### src/sv/pidfd_pkg.sv
package pidfd_pkg;

    // Configuration register indexes
    localparam int CFG_IDX_W = 3;
    localparam logic [CFG_IDX_W-1:0] CFG_PROP_GAIN      = 3'd0;
    localparam logic [CFG_IDX_W-1:0] CFG_INTEGRAL_COEFF = 3'd1;
    localparam logic [CFG_IDX_W-1:0] CFG_DERIV_POLE     = 3'd2;
    localparam logic [CFG_IDX_W-1:0] CFG_DERIV_GAIN     = 3'd3;
    localparam logic [CFG_IDX_W-1:0] CFG_OUT_MIN        = 3'd4;
    localparam logic [CFG_IDX_W-1:0] CFG_OUT_MAX        = 3'd5;

    localparam int CFG_DATA_W = 24;

    // Sign codes for the error and the raw action
    localparam logic [1:0] SIGN_ZERO = 2'b00;
    localparam logic [1:0] SIGN_POS  = 2'b01;
    localparam logic [1:0] SIGN_NEG  = 2'b11;

    localparam logic signed [15:0] OUT_MIN_RESET = 16'sh8000;
    localparam logic signed [15:0] OUT_MAX_RESET = 16'sh7FFF;

    typedef struct packed {
        logic [15:0] target;
        logic [15:0] measured;
    } in_word_t;

    typedef struct packed {
        logic [15:0] drive;
        logic        limited;
    } out_word_t;

    typedef struct packed {
        logic [23:0] prop_gain;
        logic [23:0] integral_coeff;
        logic [23:0] deriv_pole;
        logic [23:0] deriv_gain;
        logic [15:0] out_min;
        logic [15:0] out_max;
    } cfg_t;

    // Products formed in the front stage, all signed Q.16
    typedef struct packed {
        logic [40:0] prop_prod;
        logic [41:0] integ_inc;
        logic [40:0] dmeas_prod;
        logic [1:0]  err_sign;
    } s1_word_t;

    typedef struct packed {
        logic        clipped;
        logic [31:0] value;
    } clamp_res_t;

    // Clamp a Q.16 value to integer limits; the upper test wins on inverted limits
    function automatic clamp_res_t clamp_q16(input logic signed [42:0] x,
                                             input logic signed [15:0] lo,
                                             input logic signed [15:0] hi);
        logic signed [42:0] hi_q;
        logic signed [42:0] lo_q;
        clamp_res_t         r;
        hi_q = {{11{hi[15]}}, hi, 16'h0000};
        lo_q = {{11{lo[15]}}, lo, 16'h0000};
        if (x > hi_q)
        begin
            r.clipped = 1'b1;
            r.value   = hi_q[31:0];
        end
        else if (x < lo_q)
        begin
            r.clipped = 1'b1;
            r.value   = lo_q[31:0];
        end
        else
        begin
            r.clipped = 1'b0;
            r.value   = x[31:0];
        end
        return r;
    endfunction

    function automatic logic [1:0] sign_code(input logic signed [42:0] x);
        logic [1:0] s;
        if (x[42])
            s = SIGN_NEG;
        else if (x == 43'sd0)
            s = SIGN_ZERO;
        else
            s = SIGN_POS;
        return s;
    endfunction

endpackage

### src/sv/pidfd_front.sv
module pidfd_front
    import pidfd_pkg::*;
(
    input  logic     clk,
    input  logic     rst_n,
    input  logic     load,
    input  in_word_t sample,
    input  cfg_t     cfg,
    output s1_word_t s1
);

    logic signed [15:0] last_measured_reg;
    logic signed [16:0] last_error_reg;
    s1_word_t           s1_reg;
    s1_word_t           s1_next;

    logic signed [16:0] err;
    logic signed [17:0] err_sum;
    logic signed [16:0] dmeas;
    logic signed [23:0] prop_gain;
    logic signed [23:0] integral_coeff;
    logic signed [23:0] deriv_gain;
    logic signed [40:0] prop_prod;
    logic signed [41:0] integ_inc;
    logic signed [40:0] dmeas_prod;

    // Error, trapezoid sum and measurement change, and their gain products
    always_comb
    begin
        prop_gain      = $signed(cfg.prop_gain);
        integral_coeff = $signed(cfg.integral_coeff);
        deriv_gain     = $signed(cfg.deriv_gain);
        err     = $signed({sample.target[15], sample.target})
                - $signed({sample.measured[15], sample.measured});
        err_sum = $signed({err[16], err}) + $signed({last_error_reg[16], last_error_reg});
        dmeas   = $signed({sample.measured[15], sample.measured})
                - $signed({last_measured_reg[15], last_measured_reg});
        prop_prod  = prop_gain * err;
        integ_inc  = integral_coeff * err_sum;
        dmeas_prod = deriv_gain * dmeas;
        s1_next.prop_prod  = prop_prod;
        s1_next.integ_inc  = integ_inc;
        s1_next.dmeas_prod = dmeas_prod;
        s1_next.err_sign   = sign_code($signed({{26{err[16]}}, err}));
    end

    // Advance the sample history on each accepted word
    always_ff @(posedge clk or negedge rst_n)
    begin
        if (!rst_n)
        begin
            last_measured_reg <= '0;
            last_error_reg    <= '0;
        end
        else if (load)
        begin
            last_measured_reg <= $signed(sample.measured);
            last_error_reg    <= err;
        end
    end

    // Hold the products for the loop stage
    always_ff @(posedge clk)
    begin
        if (load)
            s1_reg <= s1_next;
    end

    assign s1 = s1_reg;

endmodule

### config.mk
export PLATFORM = sky130hd
export DESIGN_NAME = pidfd_front
export DESIGN_NICKNAME = d
export VERILOG_FILES = /design/src/sv/pidfd_pkg.sv /design/src/sv/pidfd_front.sv
export SDC_FILE = /design/constraint.sdc
export NUM_CORES = 2
export LEC_CHECK = 0
export BUFFER_PORTS_ARGS = -buffer_cell sky130_fd_sc_hd__buf_2
export CAP_MARGIN = 20
export CORE_MARGIN = 3
export CORE_UTILIZATION = 35
export CTS_CLUSTER_DIAMETER = 200
export DETAILED_ROUTE_END_ITERATION = 8
export MAX_ROUTING_LAYER = met4
export PLACE_DENSITY_LB_ADDON = 0.25
export SLEW_MARGIN = 0
export SYNTH_ARGS = -nofsm -noshare
export SYNTH_HDL_FRONTEND = slang
export SYNTH_SLANG_ARGS = --single-unit
### constraint.sdc
create_clock -name clk -period 8.7 [get_ports clk]
set_input_delay 1.74 -clock clk [delete_from_list [all_inputs] [get_ports clk]]
set_output_delay 1.74 -clock clk [all_outputs]
set_load 0.005 [all_outputs]
==> results.md <==
- Outcome: complete, but fails checks
- Failing checks: negative setup slack
- Via density per instance: 4.69
- Max Root-Sink Buffers: 2
- Finish-stage setup viols: 57
- Initial antenna violation count: 35
- Total Wirelength: 140000 um
- H-tree depth: 4
- Wire per inst: 17.5 um
- CP required: 9000 ps
- Minimum clock period: 10060 ps
- Worst relative slew slack: 0.425
- 1st-iter DRT viols: 1610
- WP buf/inv: 10
- Port-buffer cells: 232
- Clock transition at path regs: 90 ps
- Most frequent cells in the layout: 1236 x inv_1, 1204 x fa_1, 757 x nand2_1, 613 x buf_4, 375 x and2_1
- CP peak stage delay: 530 ps
- Post-Syn Area: 50800 um2
- I/O Pins: 289
- Syn-to-layout area delta: 23.0%
- Total clock buffers created by CTS: 17
- Global Route Usage Sum: 0.201
- Cells after synthesis: 5318
- Fin crit share: 1.16
- Number of fill cells: 13900
- Synth Area per Inst: 9.55 um2
- Max-cap viol count: 0
- Initial Util: 0.353
- Chip Width: 387 um
- TritonRoute pass-1 iters: 5
- CTS tree: done
- Post-Route Skew: 15.8 ps
- Non-Filler Instances: 8024
- Final net count: 7831
- Synth cell types: 68
- Unrepaired setup endpoints after global routing: true
- Register area: 4610 um2
- Worst Path Arrival: 10350 ps
- M1 wire length: 60700 um
- Synth warn: 0
- Post-synth EDFFs: 126
- Sequential fraction of the synthesis area: 0.0907
- Share of cells above drive strength 1: 0.219
- Syn_nets: 7065
- Number of flip-flops in the largest register: 126
- Post-DP HPWL: 117000 um
- Critical Path Fanout Max: 4
- WS Path Type: in2reg
- Top sig layer: met4
- Hold_buf cts: 0
- Multi-input gate area: 43000 um2
- Wire length on met3: 6870 um
- CP endpoint kind: flop
- Most common cell after layout, fill and taps aside: inv_1
- Remaining Overflow, GRT: 0
- DIE HEIGHT: 387 um
- FP Rows: 139
- Largest net degree at the start of global routing: 67
- Core Box Area: 144000 um2
- Critical-path top delay cell: fa_1
- WHS: 528 ps
- Hold WC Path Type: reg2reg
- # DRC: 0
- Routed length on met2: 70200 um
- Vias: 37600
- Post-route antenna net violation count: 0
- Pre-CTS setup slack: -2270 ps
- Worst skew pair latency: 550 ps
- Max Clk Rate: 0.0994 GHz
- Crit start category: input pin
- First-pass GRT wire length: 230000 um
- Max-slew violation count: 0
- Vias in the first global route: 41700
- Main synth FF type: edfxtp_1
- Measured slew at the worst slew-check pin: 862 ps
- Synthesis-stage register bit count: 159
- Worst Setup Slack, final: -1360 ps
- Cell mode on critical path: fa_1
- TritonCTS Sinks: 159
- FFs w/ async S/R, synth: 0.208
- Clk root buf: clkbuf_16
- CP delay by family, top: adder cells
- Die area: 150000 um2
- Cell Count Post-Placement: 7882
- GPL Wtd Cong: 0.870
- Hold violation total from the final report: 0
==> final timing paths <==
| path | from | endpoint | slack [ps] | depth (start not counted) |
|---|---|---|---|---|
| min in group asynchronous | rst_n | last_error_reg[16] | 1280 | 1 |
| max in group asynchronous | rst_n | last_measured_reg[0] | 6850 | 1 |
| worst min register to register | last_error_reg[0] | last_error_reg[0] | 530 | 1 |
| worst max-delay path | sample[1] | s1[83] | -1360 | 41 |
| worst max register to register | last_measured_reg[1] | s1[42] | 330 | 32 |
| worst min-delay path | last_error_reg[0] | last_error_reg[0] | 530 | 1 |
==> layout make-up <==
class	instances	share of cell area
antenna	24	0.000961
clock buffer	19	0.00698
clock inverter	13	0.00232
inverter	1252	0.0755
multi-input combinational	3713	0.687
sequential	159	0.0737
tap	1903	0.0381
timing repair buffer	941	0.115
==> synthesized netlist by cell type (all sizes together) (3+ instances only) <==
cell type | number | area share
inv | 1252 | 0.092
fa | 1230 | 0.48
nand2 | 772 | 0.057
and2 | 386 | 0.048
ha | 354 | 0.087
clkbuf | 192 | 0.014
xnor2 | 131 | 0.023
edfxtp | 126 | 0.074
a21oi | 118 | 0.012
nor2b | 94 | 0.012
nor2 | 92 | 0.0068
o21ai | 87 | 0.0086
a21o | 53 | 0.0078
nand2b | 52 | 0.0064
or2 | 34 | 0.0042
dfrtp | 33 | 0.016
xor2 | 33 | 0.0057
nor3 | 31 | 0.0031
nand3 | 23 | 0.0023
o21bai | 21 | 0.0031
o21a | 20 | 0.0030
a211oi | 19 | 0.0028
and3 | 19 | 0.0024
mux2 | 18 | 0.0040
or3 | 16 | 0.0021
nand4 | 10 | 0.0012
o31ai | 10 | 0.0015
a31oi | 9 | 0.0011
o211ai | 8 | 0.0013
o31a | 8 | 0.0014
o2111ai | 6 | 0.0010
a41oi | 5 | 0.00086
a2111oi | 4 | 0.00081
a211o | 4 | 0.00069
a21boi | 4 | 0.00059
a221oi | 4 | 0.00069
a31o | 4 | 0.00069
or4 | 4 | 0.00059
mux2i | 3 | 0.00059
nor4 | 3 | 0.00037
o211a | 3 | 0.00059
==> timing repair <==
item | CTS | global route
pin swaps | 128 | 109
resized for setup | 266 | 128
buffers inserted | 65 | 27
cloned | 4 | 0
endpoints found under the setup margin | 68 | 73
==> per-layer routing <==
metal	track usage	vias to the layer above
li1	-	17300
met1	0.254	19600
met2	0.336	579
met3	0.0387	125
met4	0.0450	0
met5	-	-
==> stage by stage <==
stage	setup TNS, ps	cell area [um2]	util
finish	-37190	62500	0.435
global route	-53620	62500	0.435
floorplan	-30510	51500	-
CTS	-33080	61700	0.429
global placement	-94570	59200	0.412
detailed placement	-97460	59200	0.412
==> kinds of logic after synthesis <==
family	count (synthesis)	share of synthesized area
and+or+nand+nor	1540	0.146
muxes	21	0.00458
buffers and inverters	1446	0.107
xor gates and xnor gates	164	0.0283
DFF	159	0.0907
AOI/OAI and AO/OA	404	0.0515
adders and majority gates	1584	0.572
Power is not shown: default switching activity piles up to over one toggle a cycle in this logic, so the estimate is an artifact.
