[src/sv/pidfd_pkg.sv]
package pidfd_pkg;

    // Configuration register indexes
    localparam int CFG_IDX_W = 3;
    localparam logic [CFG_IDX_W-1:0] CFG_PROP_GAIN      = 3'd0;
    localparam logic [CFG_IDX_W-1:0] CFG_INTEGRAL_COEFF = 3'd1;
    localparam logic [CFG_IDX_W-1:0] CFG_DERIV_POLE     = 3'd2;
    localparam logic [CFG_IDX_W-1:0] CFG_DERIV_GAIN     = 3'd3;
    localparam logic [CFG_IDX_W-1:0] CFG_OUT_MIN        = 3'd4;
    localparam logic [CFG_IDX_W-1:0] CFG_OUT_MAX        = 3'd5;

    localparam int CFG_DATA_W = 24;

    // Sign codes for the error and the raw action
    localparam logic [1:0] SIGN_ZERO = 2'b00;
    localparam logic [1:0] SIGN_POS  = 2'b01;
    localparam logic [1:0] SIGN_NEG  = 2'b11;

    localparam logic signed [15:0] OUT_MIN_RESET = 16'sh8000;
    localparam logic signed [15:0] OUT_MAX_RESET = 16'sh7FFF;

    typedef struct packed {
        logic [15:0] target;
        logic [15:0] measured;
    } in_word_t;

    typedef struct packed {
        logic [15:0] drive;
        logic        limited;
    } out_word_t;

    typedef struct packed {
        logic [23:0] prop_gain;
        logic [23:0] integral_coeff;
        logic [23:0] deriv_pole;
        logic [23:0] deriv_gain;
        logic [15:0] out_min;
        logic [15:0] out_max;
    } cfg_t;

    // Products formed in the front stage, all signed Q.16
    typedef struct packed {
        logic [40:0] prop_prod;
        logic [41:0] integ_inc;
        logic [40:0] dmeas_prod;
        logic [1:0]  err_sign;
    } s1_word_t;

    typedef struct packed {
        logic        clipped;
        logic [31:0] value;
    } clamp_res_t;

    // Clamp a Q.16 value to integer limits; the upper test wins on inverted limits
    function automatic clamp_res_t clamp_q16(input logic signed [42:0] x,
                                             input logic signed [15:0] lo,
                                             input logic signed [15:0] hi);
        logic signed [42:0] hi_q;
        logic signed [42:0] lo_q;
        clamp_res_t         r;
        hi_q = {{11{hi[15]}}, hi, 16'h0000};
        lo_q = {{11{lo[15]}}, lo, 16'h0000};
        if (x > hi_q)
        begin
            r.clipped = 1'b1;
            r.value   = hi_q[31:0];
        end
        else if (x < lo_q)
        begin
            r.clipped = 1'b1;
            r.value   = lo_q[31:0];
        end
        else
        begin
            r.clipped = 1'b0;
            r.value   = x[31:0];
        end
        return r;
    endfunction

    function automatic logic [1:0] sign_code(input logic signed [42:0] x);
        logic [1:0] s;
        if (x[42])
            s = SIGN_NEG;
        else if (x == 43'sd0)
            s = SIGN_ZERO;
        else
            s = SIGN_POS;
        return s;
    endfunction

endpackage

[src/sv/pidfd_loop.sv]
module pidfd_loop
    import pidfd_pkg::*;
(
    input  logic      clk,
    input  logic      rst_n,
    input  logic      advance,
    input  s1_word_t  s1,
    input  cfg_t      cfg,
    output out_word_t result
);

    logic signed [39:0] integral_reg;
    logic signed [39:0] deriv_reg;
    logic               limited_reg;
    logic [1:0]         sign_reg;
    out_word_t          result_reg;

    logic signed [39:0] integral_next;
    logic signed [39:0] deriv_next;
    logic [1:0]         sign_next;
    out_word_t          result_next;

    logic signed [23:0] pole;
    logic signed [23:0] d_hi;
    logic signed [16:0] d_lo;
    logic signed [47:0] hi_prod;
    logic signed [40:0] lo_prod;
    logic signed [48:0] pole_term;
    logic signed [49:0] deriv_raw;
    logic signed [42:0] integ_sum;
    logic signed [42:0] action;
    logic               freeze;
    clamp_res_t         integ_clamp;
    clamp_res_t         act_clamp;
    logic signed [40:0] prop_prod;
    logic signed [41:0] integ_inc;
    logic signed [40:0] dmeas_prod;

    always_comb
    begin
        prop_prod  = $signed(s1.prop_prod);
        integ_inc  = $signed(s1.integ_inc);
        dmeas_prod = $signed(s1.dmeas_prod);

        // Filter feedback split in two partial products; floor keeps the high part exact
        pole      = $signed(cfg.deriv_pole);
        d_hi      = deriv_reg[39:16];
        d_lo      = $signed({1'b0, deriv_reg[15:0]});
        hi_prod   = pole * d_hi;
        lo_prod   = pole * d_lo;
        pole_term = $signed({hi_prod[47], hi_prod})
                  + $signed({{24{lo_prod[40]}}, lo_prod[40:16]});
        deriv_raw = $signed({pole_term[48], pole_term})
                  + $signed({{9{dmeas_prod[40]}}, dmeas_prod});

        // Saturate the derivative term to its 40-bit range
        if (deriv_raw[49:39] == {11{deriv_raw[49]}})
            deriv_next = deriv_raw[39:0];
        else if (deriv_raw[49])
            deriv_next = {1'b1, 39'h0};
        else
            deriv_next = {1'b0, {39{1'b1}}};

        // Trapezoidal integral, frozen while pushing further into the limit
        freeze      = limited_reg && (sign_reg != SIGN_ZERO) && (sign_reg == s1.err_sign);
        integ_sum   = $signed({{3{integral_reg[39]}}, integral_reg})
                    + $signed({integ_inc[41], integ_inc});
        integ_clamp = clamp_q16(integ_sum, $signed(cfg.out_min), $signed(cfg.out_max));
        if (freeze)
            integral_next = integral_reg;
        else
            integral_next = $signed({{8{integ_clamp.value[31]}}, integ_clamp.value});

        // Sum the terms and clamp the action
        action = $signed({{2{prop_prod[40]}}, prop_prod})
               + $signed({{3{integral_next[39]}}, integral_next})
               + $signed({{3{deriv_next[39]}}, deriv_next});
        act_clamp = clamp_q16(action, $signed(cfg.out_min), $signed(cfg.out_max));
        sign_next = sign_code(action);

        result_next.drive   = act_clamp.value[31:16];
        result_next.limited = act_clamp.clipped;
    end

    // Advance the loop state once per word
    always_ff @(posedge clk or negedge rst_n)
    begin
        if (!rst_n)
        begin
            integral_reg <= '0;
            deriv_reg    <= '0;
            limited_reg  <= 1'b0;
            sign_reg     <= SIGN_ZERO;
        end
        else if (advance)
        begin
            integral_reg <= integral_next;
            deriv_reg    <= deriv_next;
            limited_reg  <= act_clamp.clipped;
            sign_reg     <= sign_next;
        end
    end

    // Hold the result word
    always_ff @(posedge clk)
    begin
        if (advance)
            result_reg <= result_next;
    end

    assign result = result_reg;

endmodule

[config.mk]
export PLATFORM = sky130hd
export DESIGN_NAME = pidfd_loop
export DESIGN_NICKNAME = d
export VERILOG_FILES = /design/src/sv/pidfd_pkg.sv /design/src/sv/pidfd_loop.sv
export SDC_FILE = /design/constraint.sdc
export NUM_CORES = 2
export LEC_CHECK = 0
export BUFFER_PORTS_ARGS = -buffer_cell sky130_fd_sc_hd__buf_2
export CAP_MARGIN = 20
export CORE_MARGIN = 4
export CORE_UTILIZATION = 45
export CTS_CLUSTER_SIZE = 24
export DETAILED_ROUTE_END_ITERATION = 6
export SETUP_SLACK_MARGIN = 0.2
export SLEW_MARGIN = 5
export SYNTH_ARGS = -nofsm -noshare
export SYNTH_HDL_FRONTEND = slang
export SYNTH_SLANG_ARGS = --single-unit
[constraint.sdc]
create_clock -name clk -period 29.3 [get_ports clk]
set_clock_uncertainty 0.2 [all_clocks]
set_input_delay 4.395 -clock clk [delete_from_list [all_inputs] [get_ports clk]]
set_output_delay 4.395 -clock clk [all_outputs]
set_load 0.005 [all_outputs]
==> run metrics <==
ANT nets after route=0; fmax=39.2 MHz; Synth area leaders=fa_1 (44%), ha_1 (11%), inv_1 (9.5%); Tmin final=25.49 ns; Layout area overhead=5.56%; final setup vio count=0; EDFF count, synth=17; nets=7667; initial antenna violation count=5; Placed Instance Area=0.0535 mm2; Syn Nets=7643; final WL=147000 um; total core area=0.112 mm2; Overflow after GRT=0; clk sinks=100; Worst setup EP type=flip-flop; Synth Flop Type=dfrtp_1; syn avg cell area=8.76 um2; synth warn=0; root buffer cell=clkbuf_16; share of the synthesized area in the top cell type=0.439; die area=0.119 mm2; first-pass GRT wire length=236000 um; I/O pin total=274; cts hold-fix bufs=0; WL/cell=20.0 um; Max stage delay on crit path=0.84 ns; DR iter-0 viols=2308; multi-input logic area=0.0425 mm2; hold slack=0.296 ns; Commonest cells post-synth=inv_1 (1286), fa_1 (1118), nand2_1 (865), ha_1 (447), and2_1 (301); wire length on met3=9510 um; clock latency on the worst-skew pair=0.38 ns; max cap viols=0; Slowest-stage cell, CP=o311ai_1; Hold Violations, Final=0; Worst Path Arrival=25.43 ns; Post-Route M1 WL=60500 um; drt drc=0; Filler Cells Inserted=10900; max-slew violations=0; Post CTS Setup Buffer Count=0; RSZ-0062 raised after global routing=no; Die Width=345 um; largest net degree at the start of global routing=62; hold_sp=deriv_reg[16]$_DFFE_PN0P_; post-synth top area cell=fa_1; DRT Pass-1 Iters=6; CP required=29.24 ns; worst slew pin tran=1.11 ns; ys async rst share=0.830; post-synth cell types=84; H-tree depth=3; FF+latch count, synth=100; Max clock buf depth=2; CP startpoint kind=input port; Inserted Clock Buffers=9; FF/Latch Area=0.00259 mm2; DP HPWL=119000 um; status=completed; vias in the first global route=42600; Final GP Congestion=0.930; Cell Area, Synth=0.0510 mm2; CTS tree=done; Port Buffer Count=201; Initial Util=0.453; CP most frequent cell=fa_1; routed vias=39600; Hold WC Path Type=flip-flop to flip-flop; vias per inst=5.38; reg2reg end=result[1]$_DFFE_PP_; row cnt=123; PostCTS Resize Cnt=0; Hold EP=deriv_reg[16]$_DFFE_PN0P_; hold depth=2; worst r2r path cells=62; dpl ws=3.57 ns; design area=0.0538 mm2; R2R Setup Slk=7.79 ns; Max Used Layer=met4; fraction of layout instances using a drive strength above 1=0.0597; Critical R2R Launch=deriv_reg[7]$_DFFE_PN0P_; kind of critical path=input port to flip-flop; sequential fraction of the synthesis area=0.0507; CP max FO=52; Final Cycle Share=0.870; met2 WL post-DR=71600 um; Slew HR=0.251; Clk pin slew, worst setup/hold paths=0.08 ns; Overall Global Routing Usage=0.256; Final Worst Setup Slack=3.81 ns; Gate Count Post-Synth=5821; Setup TNS Final=0 ns; most frequent cell after synthesis=inv_1; Die Ht=345 um
## worst max-delay path by stage
stage / slack, ns / to / start
CTS: 3.93 / result[1]$_DFFE_PP_ / cfg[67]
floorplan: 6.81 / result[16]$_DFFE_PP_ / cfg[73]
detailed placement: 3.57 / result[1]$_DFFE_PP_ / cfg[67]
global placement: 3.69 / result[1]$_DFFE_PP_ / cfg[67]
global route: 2.80 / result[1]$_DFFE_PP_ / cfg[67]
finish: 3.81 / result[1]$_DFFE_PP_ / cfg[71]
## layout by cell type (no fill, tap or decap), drive strengths merged, types with 20 or more instances in the layout
cell / netlist / layout
buf: 34 / 283
nor2b: 31 / 31
o21ai: 143 / 143
nor2: 132 / 132
nand3: 102 / 102
nand2: 865 / 865
and2: 301 / 301
nand4: 48 / 48
a31oi: 20 / 20
a21oi: 215 / 215
o211ai: 30 / 30
inv: 1286 / 1289
dfrtp: 83 / 83
ha: 447 / 447
o21a: 35 / 35
xnor2: 101 / 101
a21o: 86 / 86
mux2i: 60 / 60
o21bai: 22 / 22
nor3: 34 / 34
fa: 1118 / 1118
nand2b: 50 / 50
mux2: 20 / 20
xor2: 47 / 47
a211oi: 38 / 38
## through the flow
step / cells / utilization
6_report: 7354 / 0.479
5_1_grt: 7350 / 0.478
4_1_cts: 7347 / 0.478
3_5_place_dp: 7331 / 0.475
3_3_place_gp: 7330 / 0.475
2_1_floorplan: 5821 / -
## worst max-delay path: cells and delay by family
family	cells	cell delay [ns]
fa+ha+maj	17	7.89
compound gates	20	6.60
simple gates	13	3.06
buf+inv	12	2.56
mux	2	0.54
xor+xnor	1	0.30
## kinds of logic (layout without fill, tap and decap cells)
| group | Yosys count | in the layout | synth area share |
|---|---|---|---|
| xor gates and xnor gates | 148 | 148 | 0.0254 |
| other | 0 | 4 | 0 |
| and+or+nand+nor | 1663 | 1663 | 0.153 |
| AOI/OAI and AO/OA | 708 | 708 | 0.0899 |
| buffers and inverters | 1557 | 1586 | 0.116 |
| adders and majority gates | 1565 | 1565 | 0.549 |
| DFF | 100 | 100 | 0.0507 |
| muxes | 80 | 80 | 0.0162 |
## routing by layer
metal | track usage | vias to the layer above
li1 | - | 17900
met1 | 0.336 | 20200
met2 | 0.438 | 1151
met3 | 0.0388 | 249
met4 | 0.0823 | 0
met5 | 0 | -
## final cells by class
class | instances | share of cell area
Multi-Input combinational cell | 4164 | 0.790
Clock buffer | 9 | 0.00418
Clock inverter | 7 | 0.00135
Sequential cell | 100 | 0.0481
Tap cell | 1500 | 0.0349
Inverter | 1287 | 0.0897
Timing Repair Buffer | 283 | 0.0315
Antenna cell | 4 | 0.000186
Power is not shown: default switching activity piles up to over one toggle a cycle in this logic, so the estimate is an artifact.
